### src/rzor_pkg.sv
// ----------------------------------------------------------------------------
// rzor_pkg
// Shared types, widths and register codes for the robust outlier replacer.
// ----------------------------------------------------------------------------
package rzor_pkg;

    localparam int NUM_SENSORS = 4;
    localparam int LOG2_N      = 2;
    localparam int SAMPLE_W    = 24;
    localparam int WIDE_W      = 28;   // signed, two extra fraction bits plus headroom
    localparam int DEV_W       = 27;   // unsigned absolute deviation, units of 2^-2
    localparam int PROD_W      = 28;   // threshold times scale
    localparam int BOUND_W     = PROD_W + DEV_W;
    localparam int PIPE_DEPTH  = 7;

    typedef logic signed [SAMPLE_W-1:0] sample_t;
    typedef logic signed [WIDE_W-1:0]   wide_t;
    typedef logic        [DEV_W-1:0]    dev_t;

    typedef enum logic [1:0] {
        REG_THRESHOLD  = 2'd0,
        REG_MEDIAN_DEV = 2'd1,
        REG_MEAN_DEV   = 2'd2,
        REG_NONE       = 2'd3
    } reg_index_t;

endpackage

### src/rzor_median4.sv
// ----------------------------------------------------------------------------
// rzor_median4
// Sorting network over four values; returns the sum of the middle two.
// ----------------------------------------------------------------------------
module rzor_median4 (
    input  rzor_pkg::wide_t            v0,
    input  rzor_pkg::wide_t            v1,
    input  rzor_pkg::wide_t            v2,
    input  rzor_pkg::wide_t            v3,
    output logic signed [rzor_pkg::WIDE_W:0] mid_sum
);
    import rzor_pkg::*;

    wide_t a0, a1, a2, a3;
    wide_t b0, b1, b2, b3;
    wide_t c1, c2;

    always_comb
    begin
        a0 = (v0 < v1) ? v0 : v1;
        a1 = (v0 < v1) ? v1 : v0;
        a2 = (v2 < v3) ? v2 : v3;
        a3 = (v2 < v3) ? v3 : v2;
        b0 = (a0 < a2) ? a0 : a2;
        b2 = (a0 < a2) ? a2 : a0;
        b1 = (a1 < a3) ? a1 : a3;
        b3 = (a1 < a3) ? a3 : a1;
        c1 = (b1 < b2) ? b1 : b2;
        c2 = (b1 < b2) ? b2 : b1;
        // extremes only feed the sort
        mid_sum = WIDE_W'(0) + {c1[WIDE_W-1], c1} + {c2[WIDE_W-1], c2}
                  + ((b0 > b3) ? (WIDE_W+1)'(1) : (WIDE_W+1)'(0));
    end

endmodule

### config.mk
export PLATFORM = sky130hd
export DESIGN_NAME = rzor_median4
export DESIGN_NICKNAME = d
export VERILOG_FILES = /design/src/rzor_pkg.sv /design/src/rzor_median4.sv
export SDC_FILE = /design/constraint.sdc
export NUM_CORES = 1
export LEC_CHECK = 0
export BUFFER_PORTS_ARGS = -buffer_cell sky130_fd_sc_hd__buf_2
export CAP_MARGIN = 20
export CORE_MARGIN = 4
export CORE_UTILIZATION = 50
export DETAILED_ROUTE_END_ITERATION = 16
export PLACE_DENSITY = 0.73
export SLEW_MARGIN = 10
export SYNTH_ARGS = -nofsm -noshare
export SYNTH_HDL_FRONTEND = slang
export SYNTH_SLANG_ARGS = --single-unit
### constraint.sdc
create_clock -name vclk -period 11.1
set_input_delay 0.555 -clock vclk [all_inputs]
set_output_delay 0.555 -clock vclk [all_outputs]
set_load 0.1 [all_outputs]
Yosys cells after proc, flatten, opt, wreduce, memory -nomap -nowiden. Index checks and enable logic that the tools add are counted.

Add/sub/neg operators: 2. Multiply operators: 0. Divide/modulo/power cells: 0. Order comparisons: 6. Equal/unequal tests: 0. Shifts and indexed selects: 0. Mux-type cells: 11. Bitwise gates (word level): 0. Reductions and logical operators: 0.

Operators by type and width (number): two-way mux 28 bit (10); < comparator 28 bit (5); adder 28 x 28 -> 29 bit (1); adder 29 x 1 -> 29 bit (1); > comparator 28 bit (1); two-way mux 1 bit (1).

Register bits: 0. Latch bits: 0. Memory bits (writable): 0. ROM bits: 0. Input port bits: 112. Output and inout port bits: 29. Logic and storage cells: 19. Memories kept: 0.

Longest topological paths before layout.
Depth after elaboration: 8. Gate-level depth with buffers: 50. Mapped depth without buffers: 46.

Least setup slack after synthesis. No wires, ideal clock.

Path kind: input to output. From: in v3[19]. To: out mid_sum[20] (netlist name). Data arrival time: 10.519 ns. Required time: 10.545 ns. Slack: 0.026 ns. Stages on the path: 47. Buffers on the path: 4. Cell sequence: inv_1 -> ha_1 -> a2111oi_0 -> o21ai_1 -> o21ai_1 -> o211ai_1 -> nor2_1 -> mux2_2 -> buf_2 -> buf_4 -> buf_2 -> mux2i_1 -> ha_1 -> and4_1 -> a21oi_1 -> nand2_1 -> a211oi_1 -> o21ai_1 -> (+11 left out) -> nand2b_1 -> a21oi_1 -> o211ai_1 -> a211oi_1 -> mux2_2 -> fa_1 -> inv_1 -> fa_1 -> a21o_1 -> a21oi_1 -> o21a_1 -> o21ai_0 -> a21oi_1 -> a211oi_1 -> or3_1 -> a31o_2 -> a21oi_1 -> xnor2_1.

Word-level cells in the longest chain between the ends: 8. Elaborated cells between the ends (all ways): 16. Classes of those cells: add/sub: 2; order compare: 5; mux: 9.

RTL lines: start: declaration (RTL line rzor_median4.sv:9) `input rzor_pkg::wide_t v3,`; < comparator 28 bit (RTL line rzor_median4.sv:22, rzor_median4.sv:23); two-way mux 28 bit (on tied branches) (RTL line rzor_median4.sv:23, rzor_median4.sv:22); < comparator 28 bit (on tied branches); two-way mux 28 bit (on tied branches) (RTL line rzor_median4.sv:26, rzor_median4.sv:25); < comparator 28 bit (RTL line rzor_median4.sv:28, rzor_median4.sv:29); two-way mux 28 bit (on tied branches) (RTL line rzor_median4.sv:28, rzor_median4.sv:29); adder 28 x 28 -> 29 bit (RTL line rzor_median4.sv:31) `mid_sum = WIDE_W'(0) + {c1[WIDE_W-1], c1} + {c2[WIDE_W-1], c2}`; adder 29 x 1 -> 29 bit * (RTL line rzor_median4.sv:32) `+ ((b0 > b3) ? (WIDE_W+1)'(1) : (WIDE_W+1)'(0));`; end: declaration (RTL line rzor_median4.sv:10) `output logic signed [rzor_pkg::WIDE_W:0] mid_sum`.

Every way passes the cells marked *; elsewhere a longest branch is shown, timed or not.

Worst setup path after layout.
From: in v1[1]. To: out mid_sum[20] (netlist name).

Word-level cells in the longest chain between the ends: 8. Elaborated cells between the ends (all ways): 16. Classes of those cells: add/sub: 2; order compare: 5; mux: 9.

RTL lines: start: declaration (RTL line rzor_median4.sv:7) `input rzor_pkg::wide_t v1,`; < comparator 28 bit (RTL line rzor_median4.sv:20, rzor_median4.sv:21); two-way mux 28 bit (on tied branches) (RTL line rzor_median4.sv:21, rzor_median4.sv:20); < comparator 28 bit (on tied branches); two-way mux 28 bit (on tied branches) (RTL line rzor_median4.sv:26, rzor_median4.sv:25); < comparator 28 bit (RTL line rzor_median4.sv:28, rzor_median4.sv:29); two-way mux 28 bit (on tied branches) (RTL line rzor_median4.sv:28, rzor_median4.sv:29); adder 28 x 28 -> 29 bit (RTL line rzor_median4.sv:31); adder 29 x 1 -> 29 bit * (RTL line rzor_median4.sv:32).

Marked as above.

==> run metrics <==
run status finished clean; CP top delay family compound AO/OA/AOI/OAI gates; synthesized instance count 1022; Iter 0 DRT Violations 645; seq_cells 0; commonest non-fill, non-tap cell in the layout mux2i_1; fin area 9770 um^2; dpl cell area 9600 um^2; Setup WS pre-CTS 0.174 ns; layer with the highest usage met2; share of layout cells above drive strength 1 22.9%; vias per cell 6.06; initial antenna violation count 0; port buffer count 141; final hold viol count 0; floorplan row count 45; count of pins over their slew limit 0; Critical Path Start Type input port; Critical Path Stages 49; synthesized area per cell 7.80 um^2; number of diodes 0; post-route antenna net violation count 0; Net count, final 1472; Period minus WS final 10.63 ns; FF+latch area 0 um^2; largest net degree at the start of global routing 53; clock buffers 0; slew at the pin closest to its max-slew limit 0.777 ns; Die W 134 um; met2 Resource Use GR 47.1%; gp weighted congestion 0.992; Post-DP HPWL 22200 um; Synth warnings 0; Max Freq 94.1 MHz; vias 8509; top post-synthesis cells by area ha_1, mux2i_1, inv_1, a21oi_1, mux2_4; largest fanout on the critical path 13; Max-Cap Viols 0; Post-route DRC 0; sequential area share after synthesis 0%; CP max-delay cell fa_1; Crit. End Element output port; area of the multi-input gates 7390 um^2; Fillers 1425; drt first pass iters 5; first-pass GRT wire length 40300 um; Setup WS post-layout 0.468 ns; P&R area growth vs syn 22.7%; Die Span Y 134 um; post-synth net total 1299; Synth cell types 70; CP Data Required Time 10.55 ns; Synth top area share 25.6%; Mapped Area 7970 um^2; largest stage delay on the critical path 0.40 ns; final setup fails 0; Critical Path Source v1[1]; Worst Hold Class input port to output port; max_slew headroom 47.8%; cts hold-fix bufs 0; post-synth top area cell ha_1; crit path DAT 10.08 ns; Buf/Inv on CP 9; critical path type input port to output port; area of the core 15400 um^2; Tot GR Track Use 27.0%; crit path capture mid_sum[20]; Initial Util 51.6%; vias in the first global route 8219; Final period util 95.8%; per-cell routed wire length 18.6 um; IO Count 141; routed wire length 26100 um; commonest non-fill, non-tap cells in the layout mux2i_1, ha_1, inv_1; GR Layer Usage met1 32.9%; met3 usage 2.81%; Overflow after GRT 0; DIE AREA 18000 um^2
-- worst min path at each step --
stage	slack, ns	start	cells after the start	to
2_1_floorplan	1.95	v0[0]	5	mid_sum[0]
3_3_place_gp	1.95	v0[27]	6	mid_sum[27]
3_5_place_dp	1.95	v0[27]	6	mid_sum[27]
4_1_cts	1.96	v0[27]	6	mid_sum[27]
5_1_grt	2.02	v0[26]	6	mid_sum[26]
6_report	1.96	v0[27]	6	mid_sum[27]
-- layer usage --
| metal | routed length, um | up-vias | share of wire (%) |
|---|---|---|---|
| met5 | 0 | - | 0 |
| met4 | 1510 | 0 | 5.8 |
| met3 | 1640 | 90 | 6.3 |
| met2 | 12100 | 351 | 46 |
| met1 | 10900 | 3909 | 42 |
| li1 | - | 4159 | - |
-- synth_stat cells (all sizes together), types with 5 or more instances --
| library cell | number |
|---|---|
| nor3 | 37 |
| a21o | 20 |
| a2111oi | 6 |
| ha | 163 |
| nand3 | 13 |
| and4 | 7 |
| o21ai | 43 |
| inv | 123 |
| a21oi | 83 |
| nand2b | 12 |
| buf | 25 |
| clkbuf | 10 |
| nand2 | 42 |
| nand4 | 24 |
| nor2 | 60 |
| o21a | 16 |
| nor2b | 11 |
| mux2 | 28 |
| or2 | 5 |
| a211oi | 8 |
| a221oi | 23 |
| mux2i | 177 |
| o211ai | 11 |
| a31oi | 5 |
| xnor2 | 21 |
-- through the flow --
step           utilization [%]  TNS [ns]  hold slack [ns]  std cells
3_5_place_dp              62.2         0             1.95       1396
6_report                  63.3         0             1.96       1404
3_3_place_gp              62.2         0             1.95       1396
4_1_cts                   62.2         0             1.96       1396
2_1_floorplan                -         0             1.95       1022
5_1_grt                   63.3   -0.0492             2.02       1404
-- tightest hold or removal path, cell delays in order --
cell and delay, ns:
buf_2 0.11, a21oi_1 0.10, mux2i_1 0.14, ha_1 0.19, xnor2_1 0.12, buf_12 0.18
-- layout make-up --
type               instances  share of cell area, %
inverters                123                   4.72
multi-input cells        865                   75.6
repair buffers           205                   17.0
well taps                211                   2.70
-- logic make-up (layout without fill, tap and decap cells) --
group / after synthesis / in the layout / synth area share [%]
buf+inv: 158 / 328 / 8.57
mux: 205 / 205 / 27.3
simple gates: 224 / 224 / 14.3
xor+xnor: 25 / 26 / 2.98
compound gates: 245 / 245 / 20.7
fa+ha+maj: 165 / 165 / 26.1
-- timing repair --
| item | CTS | global route |
|---|---|---|
| gates resized for setup | 0 | 26 |
| buffers inserted | 0 | 5 |
| endpoints found under the setup margin | 0 | 15 |
Power is not shown: default switching activity piles up to over one toggle a cycle in this logic, so the estimate is an artifact.
