==> config.mk <==
export PLATFORM = sky130hd
export DESIGN_NAME = rzor_lane
export DESIGN_NICKNAME = d
export VERILOG_FILES = /design/src/rzor_pkg.sv /design/src/rzor_lane.sv
export SDC_FILE = /design/constraint.sdc
export NUM_CORES = 1
export LEC_CHECK = 0
export BUFFER_PORTS_ARGS = -buffer_cell sky130_fd_sc_hd__clkbuf_2
export CAP_MARGIN = 5
export CORE_ASPECT_RATIO = 0.5
export CORE_MARGIN = 4
export CORE_UTILIZATION = 40
export DETAILED_ROUTE_END_ITERATION = 8
export GPL_TIMING_DRIVEN = 0
export PLACE_DENSITY = 0.72
export SYNTH_ARGS = -nofsm -noshare
export SYNTH_HDL_FRONTEND = slang
export SYNTH_SLANG_ARGS = --single-unit
==> constraint.sdc <==
create_clock -name vclk -period 10.8
set_input_delay 0.54 -clock vclk [all_inputs]
set_output_delay 0.54 -clock vclk [all_outputs]
set_load 0.02 [all_outputs]
==> src/rzor_pkg.sv <==
// ----------------------------------------------------------------------------
// rzor_pkg
// Shared types, widths and register codes for the robust outlier replacer.
// ----------------------------------------------------------------------------
package rzor_pkg;

    localparam int NUM_SENSORS = 4;
    localparam int LOG2_N      = 2;
    localparam int SAMPLE_W    = 24;
    localparam int WIDE_W      = 28;   // signed, two extra fraction bits plus headroom
    localparam int DEV_W       = 27;   // unsigned absolute deviation, units of 2^-2
    localparam int PROD_W      = 28;   // threshold times scale
    localparam int BOUND_W     = PROD_W + DEV_W;
    localparam int PIPE_DEPTH  = 7;

    typedef logic signed [SAMPLE_W-1:0] sample_t;
    typedef logic signed [WIDE_W-1:0]   wide_t;
    typedef logic        [DEV_W-1:0]    dev_t;

    typedef enum logic [1:0] {
        REG_THRESHOLD  = 2'd0,
        REG_MEDIAN_DEV = 2'd1,
        REG_MEAN_DEV   = 2'd2,
        REG_NONE       = 2'd3
    } reg_index_t;

endpackage

==> src/rzor_lane.sv <==
// ----------------------------------------------------------------------------
// rzor_lane
// Per-sensor deviation unit: distance of one reading from median and mean.
// ----------------------------------------------------------------------------
module rzor_lane (
    input  rzor_pkg::sample_t x,
    input  rzor_pkg::wide_t   med4,
    input  rzor_pkg::wide_t   mean4,
    output rzor_pkg::dev_t    dev_med,
    output rzor_pkg::dev_t    dev_mean
);
    import rzor_pkg::*;

    wide_t x4;
    wide_t d;
    wide_t e;

    always_comb
    begin
        x4 = {{(WIDE_W-SAMPLE_W-2){x[SAMPLE_W-1]}}, x, 2'b00};
        d  = x4 - med4;
        e  = x4 - mean4;
        dev_med  = d[WIDE_W-1] ? DEV_W'(-d) : DEV_W'(d);
        dev_mean = e[WIDE_W-1] ? DEV_W'(-e) : DEV_W'(e);
    end

endmodule

# ---- After elaboration in Yosys (flattened, before gate mapping)
# Cells that the tools add are included.
dict set report word_totals {
  register_bits 0
}
dict set report op_classes {
  add_sub_neg 4
  n_mux 2
}
# operator count
set ops {}
lappend ops {{subtractor 26 x 28 -> 28 bit} 2}
lappend ops {{2-to-1 mux 27 bit} 2}
lappend ops {{negator 27 bit} 2}

# ---- Logic depth before layout (Yosys ltp)
# Gate-level depths: netlist of run 1.
dict set report logic_depth {
  depth_word 3
  mapped_depth 13
}

# ---- Worst setup path after synthesis of run 1
# No wires, ideal clock.
dict set report synth_path {
  path_type {input to output}
  start {input port mean4[2]}
  end {output port dev_mean[25]}
  setup_slack_ns 6.258
  path_stages 11
  arrival_ns 4.002
  path_cell_list {inv_1 ha_1 nor3b_1 a2bb2oi_2 a21oi_2 xnor2_1 or4_4 or4_4 or3_1 o41a_1 xnor2_1}
}
dict set report synth_between {
  elab_chain_len 3
}
# item line_no
set synth_lines {}
lappend synth_lines {{start: declaration} rzor_lane.sv:8} ;# input rzor_pkg::wide_t mean4,
lappend synth_lines {{subtractor 26 x 28 -> 28 bit *} rzor_lane.sv:22} ;# e = x4 - mean4;
lappend synth_lines {{negator 27 bit} rzor_lane.sv:24} ;# dev_mean = e[WIDE_W-1] ? DEV_W'(-e) : DEV_W'(e);
lappend synth_lines {{2-to-1 mux 27 bit *} rzor_lane.sv:24}
lappend synth_lines {{end: declaration} rzor_lane.sv:10} ;# output rzor_pkg::dev_t dev_mean
# Every way passes the cells marked *; elsewhere a longest branch is shown, timed or not.

# ---- Final worst setup path of run 1
dict set report layout_path {
  start {input port x[12]}
  end {output port dev_med[17]}
}
dict set report layout_between {
  elab_chain_len 3
}
# item line_no
set layout_lines {}
lappend layout_lines {{start: declaration} rzor_lane.sv:6} ;# input rzor_pkg::sample_t x,
lappend layout_lines {{subtractor 26 x 28 -> 28 bit *} rzor_lane.sv:21} ;# d = x4 - med4;
lappend layout_lines {{negator 27 bit} rzor_lane.sv:23} ;# dev_med = d[WIDE_W-1] ? DEV_W'(-d) : DEV_W'(d);
lappend layout_lines {{2-to-1 mux 27 bit *} rzor_lane.sv:23}
lappend layout_lines {{end: declaration} rzor_lane.sv:9} ;# output rzor_pkg::dev_t dev_med,
# Marked as above.

==> results.md, run 1 <==
Placement:
- Routability-driven placement finished with a final weighted congestion of 0.9319.
- The port buffer count is about 130.
- The placed wire-length estimate after detailed placement is between 10000 and 15000 um.
- Summing all placed instances gives a cell area of 0.005552 mm2.
- The number of placed instances, taps included, is 1001.

Timing:
- Adding up every negative setup slack in the final design gives 0 ns.
- The worst path needs approximately 5 ns of the cycle, external delays included.
- The top achievable clock speed is about 200 MHz.
- The slew at the pin closest to its max-slew limit is just over 0.9 ns.
- Setup repair after global routing left no endpoint under its margin.
- Setup violations remaining at the end of the flow were counted as 0.
- The total count of max-transition violations in the final report is 0.
- The worst slew margin relative to its limit is 0.3809.
- The post-route clock period utilization is 0.4715.
- The final-report hold violation count was 0.

Power:
- VDD sags by at most between 50 and 60 uV.
- Dividing total power by cell area gives a power density of between 100 and 150 mW/mm2.
- The static power due to leakage is around 2.7 nW.

Flow run:
- Across the run, the number of max-cap violations was 0.

Floorplanning:
- The core region area is around 0.011 mm2.
- The overall die height is around 85 um.
- The initial utilization of the core area, before any placement, comes to 0.4174.
- The die covers between 0.01 and 0.015 mm2.
- Row generation in the floorplan step produced 27 rows.
- The number of ports placed on the die boundary is approximately 130.
- The floorplan die width is between 150 and 200 um.

Critical path:
- The slowest stage of the critical path belongs to the cell sky130_fd_sc_hd__o41ai_1.
- The critical path data arrival time is 4.55 ns.
- Walking the worst path, the cells encountered are clkbuf_2 -> ha_1 -> clkbuf_1 -> a21oi_1 -> o21ai_0 -> o41ai_1 -> a21oi_1 -> o31ai_1 -> a21oi_1 -> xnor2_1 -> clkbuf_1 -> nor2_1 -> xnor2_1 -> clkbuf_2.
- STA classifies the critical path endpoint as a primary output.
- At the worst endpoint, the required time is roughly 10 ns.
- The largest stage delay on the critical path is 0.77 ns.
- Of all nets on the critical path, the largest fanout is 10.
- The critical path is of the in -> out type.
- In this design, the largest share of critical-path delay is due to compound AO/OA/AOI/OAI gates.
- The category of the worst setup path launch point is an input pin.
- The cell that appears most often on the critical path is sky130_fd_sc_hd__a21oi_1.
- Together, buffers and inverters on the worst path number 4.

GRT:
- After global routing the overflow that remains totals 0.
- The number of global-route vias before repair is roughly 4.9k.
- For this run, the total global-route usage over all layers was measured as 0.1957.
- The global-route wire length before repair is around 24000 um.
- Entering global routing, the biggest net connects 11 pins.
- The number of antenna violations at the first check in global routing is 0.

Detailed routing:
- The average wire length per cell after detail routing is between 10 and 15 um.
- The total number of vias is 5506.
- The count of nets left with antenna violations once routing finished came out at 0.
- For this run, the detailed router's first-pass iteration total came to 5.
- For this run, design rule violations remaining after detail routing come to 0.
- The number of violations reported at the end of detailed-routing iteration 0 is 378.
- After detailed routing, the total wire length is around 14000 um.
- The vias per cell is 5.500.

Final layout:
- The number of antenna diodes in the final layout is 0.
- In the final layout, the share of cells above drive strength 1 is 0.1995.
- The footprint of the multi-input gates is approximately 0.0042 mm2.
- The clock buffer count is 0.
- The final cell count without fillers is ~1k.
- The number of filler instances in the final layout is 1210.
- Summing all non-filler instances in the final layout gives an area of 0.005552 mm2.
- Measured on the finished design, the core utilization comes to 0.4950.
- There are 0 flip-flops and latches.
- The net count of the finished layout is between 900 and 1k.
- Summing all flip-flop and latch instances after layout gives 0 um2.
- The area growth from synthesis to layout is 18.57%.

Clock network:
- Post-CTS timing repair inserted 0 buffers for setup.
- Hold repair after CTS inserted 0 buffers.
- The count of instances resized after the clock tree is built is 0.

Synthesis:
- Counting instances in the post-synthesis netlist gives the leading cell types as sky130_fd_sc_hd__inv_1 (75), sky130_fd_sc_hd__nor2_1 (65), sky130_fd_sc_hd__a21oi_1 (56).
- The area share of the largest cell type after synthesis is 0.1443.
- The mean instance size in the synthesized netlist is roughly 6.6 um2.
- The post-synthesis cell area is 0.004682 mm2.
- Yosys attributes the largest share of cell area to sky130_fd_sc_hd__ha_1 (14%), sky130_fd_sc_hd__xnor2_1 (9.4%), sky130_fd_sc_hd__xor2_1 (7.1%).
- In this run, distinct cell masters in the synthesized netlist total 74.
- Of all cell types, the one taking the most synthesized area is sky130_fd_sc_hd__ha_1.
- The share of the Yosys chip area taken by registers is 0.
- The cell with the most instances after synthesis is sky130_fd_sc_hd__inv_1.
- The number of warning messages in the yosys log is 0.
- Synthesis produced a netlist with a net count of around 840.
- Counting every instance in the synthesized netlist gives about 700.

Worst hold path:
- The class of the tightest hold or removal check is in -> out.
- The worst min-delay path endpoint is dev_med[0].
- Counting instances, the worst hold path has a depth of 3.
- The startpoint of the worst hold path is med4[0].

Outcome:
- The flow ran to the end, and the final reports show no timing, DRC or antenna violations.
power breakdown:
| part | internal (mW) | leakage, nW | switching [mW] |
|---|---|---|---|
| combinational | 0.216 | 2.69 | 0.359 |
| sequential | 0 | 0 | 0 |
| clock | 0 | 0 | 0 |
| total | 0.216 | 2.69 | 0.359 |
cell usage in the layout (no fill, tap or decap), types with 13 or more instances in the layout:
master                     netlist  final
sky130_fd_sc_hd__clkbuf_1       19     19
sky130_fd_sc_hd__o21ai_0        31     31
sky130_fd_sc_hd__xnor2_1        50     50
sky130_fd_sc_hd__a31oi_1        15     15
sky130_fd_sc_hd__nand2_1        48     48
sky130_fd_sc_hd__xor2_1         38     38
sky130_fd_sc_hd__a211oi_1       19     19
sky130_fd_sc_hd__a21oi_1        56     56
sky130_fd_sc_hd__a21o_1         22     22
sky130_fd_sc_hd__nor3_1         24     24
sky130_fd_sc_hd__inv_1          75     75
sky130_fd_sc_hd__clkbuf_2        0    134
sky130_fd_sc_hd__nand3_1        17     17
sky130_fd_sc_hd__o211ai_1       13     13
sky130_fd_sc_hd__ha_1           54     54
sky130_fd_sc_hd__nor2_1         65     65
metal layers:
layer | vias up | track usage | wire length [um] | share of wire
li1 | 2850 | - | - | -
met1 | 2465 | 0.2950 | 7183 | 0.51
met2 | 185 | 0.3192 | 6049 | 0.43
met3 | 6 | 0.01373 | 915 | 0.064
met4 | 0 | 0.01084 | 72 | 0.0051
met5 | - | 0 | 0 | 0
layout make-up:
| type | count | area share |
|---|---|---|
| Buffer | 28 | 0.02930 |
| Multi-Input combinational cell | 605 | 0.7634 |
| Tap cell | 159 | 0.03584 |
| Timing Repair Buffer | 134 | 0.1208 |
| Inverter | 75 | 0.05071 |
through the flow:
step,setup slack (ns),power [mW],hold slack (ns)
2_1_floorplan,6.258,0.4162,1.193
3_3_place_gp,5.760,0.5673,1.472
3_5_place_dp,5.770,0.5728,1.481
4_1_cts,5.743,0.5753,1.481
5_1_grt,5.156,0.6299,1.513
6_report,5.708,0.5745,1.475
worst max-delay path by stage:
stage | from | end | cells past startpoint
final | x[12] | dev_med[17] | 14
after global routing | med4[14] | dev_med[19] | 15
after CTS | x[0] | dev_mean[26] | 12
after detailed placement | x[0] | dev_mean[26] | 12
after global placement | x[0] | dev_mean[26] | 12
after floorplan | mean4[2] | dev_mean[25] | 11
cells by family after synthesis:
kind of cell	synth area share
AOI/OAI and AO/OA	0.3188
buffers and inverters	0.09487
xor gates and xnor gates	0.1646
and+or+nand+nor	0.2664
adders and majority gates	0.1443
muxes	0.01096
tightest hold or removal path, delay by kind of cell:
family	cells	cell delay (ns)
buffers and inverters	3	0.39
(Power assumes the default switching activity.)
==> run 2, diff against run 1 <==
PLACE_DENSITY = 0.75   (was 0.72)
clock period = 4.1 ns   (was 10.8 ns; I/O delays follow)
==> results.md, run 2 (synthesis gave the netlist of run 1 again) <==
Timing:
- Dividing the final minimum period by the clock period gives 0.9889.
- The total count of max-transition violations in the final report is 0.
- For the finished layout, the period the worst path requires is ~4.1 ns.
- The top achievable clock speed is 246.6 MHz.
- The slew at the pin closest to its max-slew limit is roughly 0.58 ns.
- The final-report hold violation count was 0.
- The number of failing setup endpoints in the final timing report is 0.
- The slack of the critical path is ~0.046 ns.
- The final setup TNS is 0 ns.
- Setup repair after global routing could not meet its margin everywhere.
- The worst slew margin relative to its limit is 0.6087.

Detailed routing:
- The wire length reported by the detailed router is between 10000 and 15000 um.
- The vias per cell is approximately 5.6.
- The count of nets left with antenna violations once routing finished came out at 0.
- The total number of vias is between 5k and 6k.
- The number of violations reported at the end of detailed-routing iteration 0 is around 320.
- In the routed design, unresolved DRC markers number 0.
- The first-pass iteration count of the detailed router is 4.
- The average wire length per cell after detail routing is 14.60 um.

Worst hold path:
- The class of the tightest hold or removal check is in -> out.
- The worst hold path passes through 3 cells.
- The startpoint of the worst hold path is med4[0].

Power:
- The share of total power dissipated in the clock network is 0.
- The share of total power dissipated in combinational logic is 1.000.
- The proportion of total power due to net switching is 0.6205.
- The final total power is ~1.6 mW.
- The cell-internal power is around 0.6 mW.
- The worst IR drop on VDD is 145.1 uV.
- Summed over all cells, the static leakage comes to ~2.8 nW.
- The switching power is a little under 1 mW.
- The power per standard cell area is roughly 270 mW/mm2.
- The share of total power dissipated in sequential elements is 0.

Outcome:
- The run finished with clean final reports.

Flow run:
- The tool flagged a number of max-cap violations equal to 0.

Final layout:
- Of the cells placed in the final design, the portion with a size suffix greater than 1 is 0.2349.
- The final layout contains a sequential cell count of 0.
- The most common cell after layout, fill and taps aside is sky130_fd_sc_hd__clkbuf_2.
- In the layout the commonest cells are sky130_fd_sc_hd__clkbuf_2 (134), sky130_fd_sc_hd__inv_1 (75), sky130_fd_sc_hd__nor2_1 (64).
- For this run, the number of standard cells in the final layout without fillers is roughly 1k.
- The sequential cell area in the final layout is 0 um2.
- In the final design database the tool counted 979 nets.
- The antenna diode count is 0.
- The clock buffer count is 0.
- The signed area change from the synthesized netlist to the final layout is 23.49%.
- The final cell utilization of the core is 0.5155.

GRT:
- The total global routing track utilization is 0.1970.
- The pin count of the biggest net entering global routing is 11.
- The fraction of met2 tracks used by global routing is 0.3307.
- The first global-routing pass estimated between 20000 and 25000 um of wire.
- For this run, global-route usage on met3 was measured as 0.02256.
- The total overflow left after global routing is 0.
- The met1 track demand over resource is 0.2805.
- The number of global-route vias before repair is 5078.
- The most heavily used metal layer in global routing is met2.
- The number of antenna violations at the first check in global routing is 0.

Critical path:
- By startpoint and endpoint, the worst setup path is classified as in -> out.
- STA classifies the critical path startpoint as an input pin.
- On the critical path, the stage with the largest delay is an instance of sky130_fd_sc_hd__or4_4.
- The startpoint of the worst setup timing path is mean4[6].
- Data on the critical path is required at its endpoint by 3.89 ns.
- The type of element capturing the critical path is a primary output.
- Data on the critical path arrives at its endpoint at roughly 3.9 ns.
- The critical path goes through clkbuf_2 -> inv_1 -> ha_1 -> buf_4 -> nand4_1 -> a21oi_1 -> and4b_2 -> or2_2 -> or4_4 -> or4_4 -> or3_1 -> o41a_1 -> xnor2_1 -> clkbuf_2.
- The largest stage delay on the critical path is ~0.57 ns.
- The critical-path maximum fanout is 10.

Floorplanning:
- The number of cell rows is 27.
- The die is approximately 85 um tall.
- The number of ports placed on the die boundary is ~130.
- The core region area is approximately 0.011 mm2.
- The initial utilization of the core area, before any placement, comes to 0.4174.
- The die is 161.0 um wide.
- The floorplan step defined a die boundary enclosing about 0.014 mm2.

Placement:
- The final weighted congestion of routability-driven global placement is about 0.91.
- OpenSTA, run right after detailed placement, puts the worst setup slack at -0.3126 ns.
- The port buffer count is 134.
- After legalization and detailed placement, the total HPWL measured around 12000 um.
- After detailed placement, the design holds a cell count of between 1k and 1.5k.

Clock network:
- The number of hold buffers added after cts is 0.
-- run 2: cell types whose count changed in the layout (fill, tap and decap cells not counted), sizes merged --
cell	delta
clkbuf	-1
buf	+2
-- run 2: per-layer routing --
metal | wire length, um | up-vias
met5 | 0 | -
met4 | 101 | 0
met3 | 757 | 8
met2 | 6494 | 148
met1 | 7280 | 2606
li1 | - | 2852
-- run 2: final timing paths --
| kind | slack [ns] | to |
|---|---|---|
| worst min-delay path | 0.82 | dev_med[0] |
| worst max-delay path | 0.05 | dev_mean[25] |
-- run 2: timing repair --
action	4_1_cts	5_1_grt
buffers inserted	2	0
pin swaps	1	3
endpoints found under the hold margin	0	0
cloned	0	0
setup endpoints to repair	29	45
gates resized for setup	13	38
-- run 2: layout make-up --
type               count  area (um2)
plain buffers         27       175.2
fillers             1208        5434
inverters             75       281.5
multi-input cells    605        4441
well taps            159       198.9
repair buffers       136       685.7
-- run 2: power groups by stage --
stage	combinational, mW	clock, mW	sequential (mW)
finish	1.56	0	0
global route	1.70	0	0
CTS	1.52	0	0
detailed placement	1.50	0	0
global placement	1.49	0	0
floorplan	1.10	0	0
-- run 2: stage by stage --
stage               area, um2  hold slack, ns
floorplan                4682          0.5226
global placement         5552          0.8024
detailed placement       5552          0.7996
CTS                      5615          0.8125
global route             5782          0.8381
finish                   5782          0.8238
-- run 2: worst max-delay path: cells and delay by family --
family	cells	cell delay, ns
AO/OA/AOI/OAI	2	0.55
XOR/XNOR	1	0.13
adder cells (fa/ha/maj)	1	0.35
buffers and inverters	4	0.49
AND/OR/NAND/NOR	6	2.12
==> run 3, diff against run 2 <==
REMOVE_ABC_BUFFERS = 1   (was unset)
==> results.md, run 3 (synthesis gave the netlist of run 1 again) <==
Detailed routing:
- The first-pass iteration count of the detailed router is 7.
- The average wire length per cell after detail routing is approximately 15 um.
- The final routed DRC violation total is 0.
- The wire length reported by the detailed router is approximately 14000 um.
- The detail route stage leaves a number of antenna-violating nets equal to 0.
- The total number of vias is 5563.
- The number of violations reported at the end of detailed-routing iteration 0 is approximately 480.
- Using the TritonRoute via totals, the vias-per-cell ratio works out to roughly 5.7.

Power:
- The final total power is ~1.6 mW.
- In this run the power density over the cells is approximately 280 mW/mm2.
- The proportion of power drawn by the clock network is 0.
- Of the total power, the share spent switching nets is 0.6257.
- The switching power is 0.9941 mW.
- The combinational cell fraction of total power is 1.000.
- The sequential share of power is 0.
- Across the VDD grid, the largest voltage drop is roughly 120 uV.
- Summed over all cells, the static leakage comes to roughly 2.7 nW.
- The internal portion of the total power is about 0.59 mW.

Final layout:
- The post-layout net count is roughly 950.
- After the flow finishes, the layout carries non-filler instances totaling 977.
- Summing all flip-flop and latch instances after layout gives 0 um2.
- The clock buffer count is 0.
- Of the cells placed in the final design, the portion with a size suffix greater than 1 is 0.2359.
- Fill cells in the final layout number about 1.1k.
- In the finished design the tool counted flip-flops and latches totalling 0.
- The library cells used most frequently in the layout, excluding fill and tap cells, are sky130_fd_sc_hd__clkbuf_2 (133), sky130_fd_sc_hd__inv_1 (75), sky130_fd_sc_hd__nor2_1 (64).
- The antenna diode count is 0.
- From synthesis to final layout, the design area changed by 21.17%.
- Leaving out fill and tap cells, the most frequent cell in the layout is sky130_fd_sc_hd__clkbuf_2.

Timing:
- The slack of the critical path is between 0.08 and 0.09 ns.
- The final setup TNS is 0 ns.
- The total count of max-transition violations in the final report is 0.
- Setup violations remaining at the end of the flow were counted as 0.
- Counting I/O delays and the setup requirement, the final critical path takes around 4 ns.
- The top achievable clock speed is between 200 and 250 MHz.
- For the pin with the worst max-slew slack, the measured transition is just under 0.9 ns.
- The worst slew margin relative to its limit is 0.3991.
- Dividing the final minimum period by the clock period gives 0.9796.
- The final-report hold violation count is 0.

GRT:
- For met2 alone, demand over resource in global routing was 0.3196.
- The met1 track demand over resource is 0.2924.
- The final global-route overflow total is 0.
- The pin count of the biggest net entering global routing is 26.
- After global routing, the most crowded layer is met2.
- The routing usage on met3 is 0.01226.
- The number of global-route vias before repair is around 5k.
- The first global-routing pass estimated between 20000 and 25000 um of wire.
- In the global route stage, overall resource usage came out at 0.1944.
- The number of antenna violations at the first check in global routing came to 0.

Floorplanning:
- For this configuration, the core starts out at a cell density of 0.4174.
- The total area inside the core boundary comes to 0.01122 mm2.
- The floorplan has 27 rows.
- The floorplan step defined a die boundary enclosing 0.01360 mm2.
- The number of ports placed on the die boundary is between 100 and 150.
- The floorplan step set the die height to ~85 um.
- The floorplan die width is 161.0 um.

Worst hold path:
- The tightest min-delay check is of the in -> out type.
- The startpoint of the worst hold path is med4[0].
- The hold path depth is 2.
- The path with the worst hold slack has its endpoint at dev_med[0].

Critical path:
- The cell with the biggest individual delay on the critical path is sky130_fd_sc_hd__or4_4.
- The largest stage delay on the critical path is 0.54 ns.
- STA classifies the critical path endpoint as a primary output.
- Data on the critical path is required at its endpoint by slightly below 4 ns.
- The category of the worst setup path launch point is an input pin.
- Walking the worst path, the cells encountered are clkbuf_2 -> ha_4 -> nand4bb_1 -> a21oi_1 -> and4b_2 -> or2_2 -> or4_4 -> or4_4 -> or4b_1 -> o41a_1 -> xnor2_1 -> clkbuf_2.
- Along the worst path, the maximum fanout reaches 6.
- By startpoint and endpoint, the worst setup path is classified as in -> out.
- Data arrives at the worst endpoint at approximately 3.8 ns.

Placement:
- The port buffer count is approximately 130.
- At the placement stage, the worst setup path has a slack of -0.1307 ns.
- Detailed placement ended at an HPWL of ~12000 um.
- The number of instances in the placed design is around 970.
- At the end of routability-driven placement, the weighted congestion stood at around 0.92.

Outcome:
- The flow ran to the end, and the final reports show no timing, DRC or antenna violations.

Flow run:
- The number of violations of the max-capacitance limit is 0.

Clock network:
- The number of hold buffers added after cts is 0.
-- run 3: cell count changes in the layout (fill, tap and decap cells not counted), sizes merged --
cell,change
clkbuf,-20
buf,-4
bufbuf,-1
-- run 3: worst max-delay path by stage --
stage | endpoint | cells past startpoint | from | slack (ns)
after floorplan | dev_mean[25] | 11 | mean4[2] | 0.22
after global placement | dev_med[20] | 12 | x[12] | -0.50
after detailed placement | dev_mean[26] | 12 | x[0] | -0.13
after CTS | dev_mean[25] | 12 | x[1] | 0.003
after global routing | dev_mean[25] | 12 | x[0] | -0.05
final | dev_mean[26] | 12 | x[0] | 0.08
-- run 3: timing repair --
action | in CTS | in global routing
setup endpoints to repair | 6 | 33
resized for setup | 12 | 39
setup buffers | 0 | 3
pin swaps | 1 | 3
-- run 3: power groups by stage --
stage / sequential (mW) / clock [mW] / combinational, mW
after floorplan: 0 / 0 / 1.08
after global placement: 0 / 0 / 1.50
after detailed placement: 0 / 0 / 1.52
after CTS: 0 / 0 / 1.54
after global routing: 0 / 0 / 1.74
final: 0 / 0 / 1.59
-- run 3: layer usage --
layer / wire length (um) / part of all wire
met1: 7121 / 0.49
met4: 134 / 0.0093
met3: 740 / 0.051
met2: 6395 / 0.44
met5: 0 / 0
-- run 3: cell type report --
class | instances | area [um2] | share of cell area
tap | 159 | 198.9 | 0.03507
timing repair buffer | 138 | 710.7 | 0.1253
inverter | 75 | 281.5 | 0.04963
multi-input combinational | 605 | 4482 | 0.7900
-- run 3: metrics by stage --
stage | util | instance area (um2) | hold WS (ns)
detailed placement | 0.4825 | 5411 | 0.6941
global placement | 0.4805 | 5389 | 0.6883
CTS | 0.4876 | 5469 | 0.6948
finish | 0.5058 | 5673 | 0.6966
floorplan | - | 4519 | 0.4100
global route | 0.5058 | 5673 | 0.7212
-- run 3: worst max-delay path, delay by kind of cell --
| family | cells | cell delay, ns |
|---|---|---|
| simple gates | 6 | 2.28 |
| compound gates | 2 | 0.52 |
| fa+ha+maj | 1 | 0.33 |
| buf+inv | 2 | 0.31 |
| xor+xnor | 1 | 0.16 |
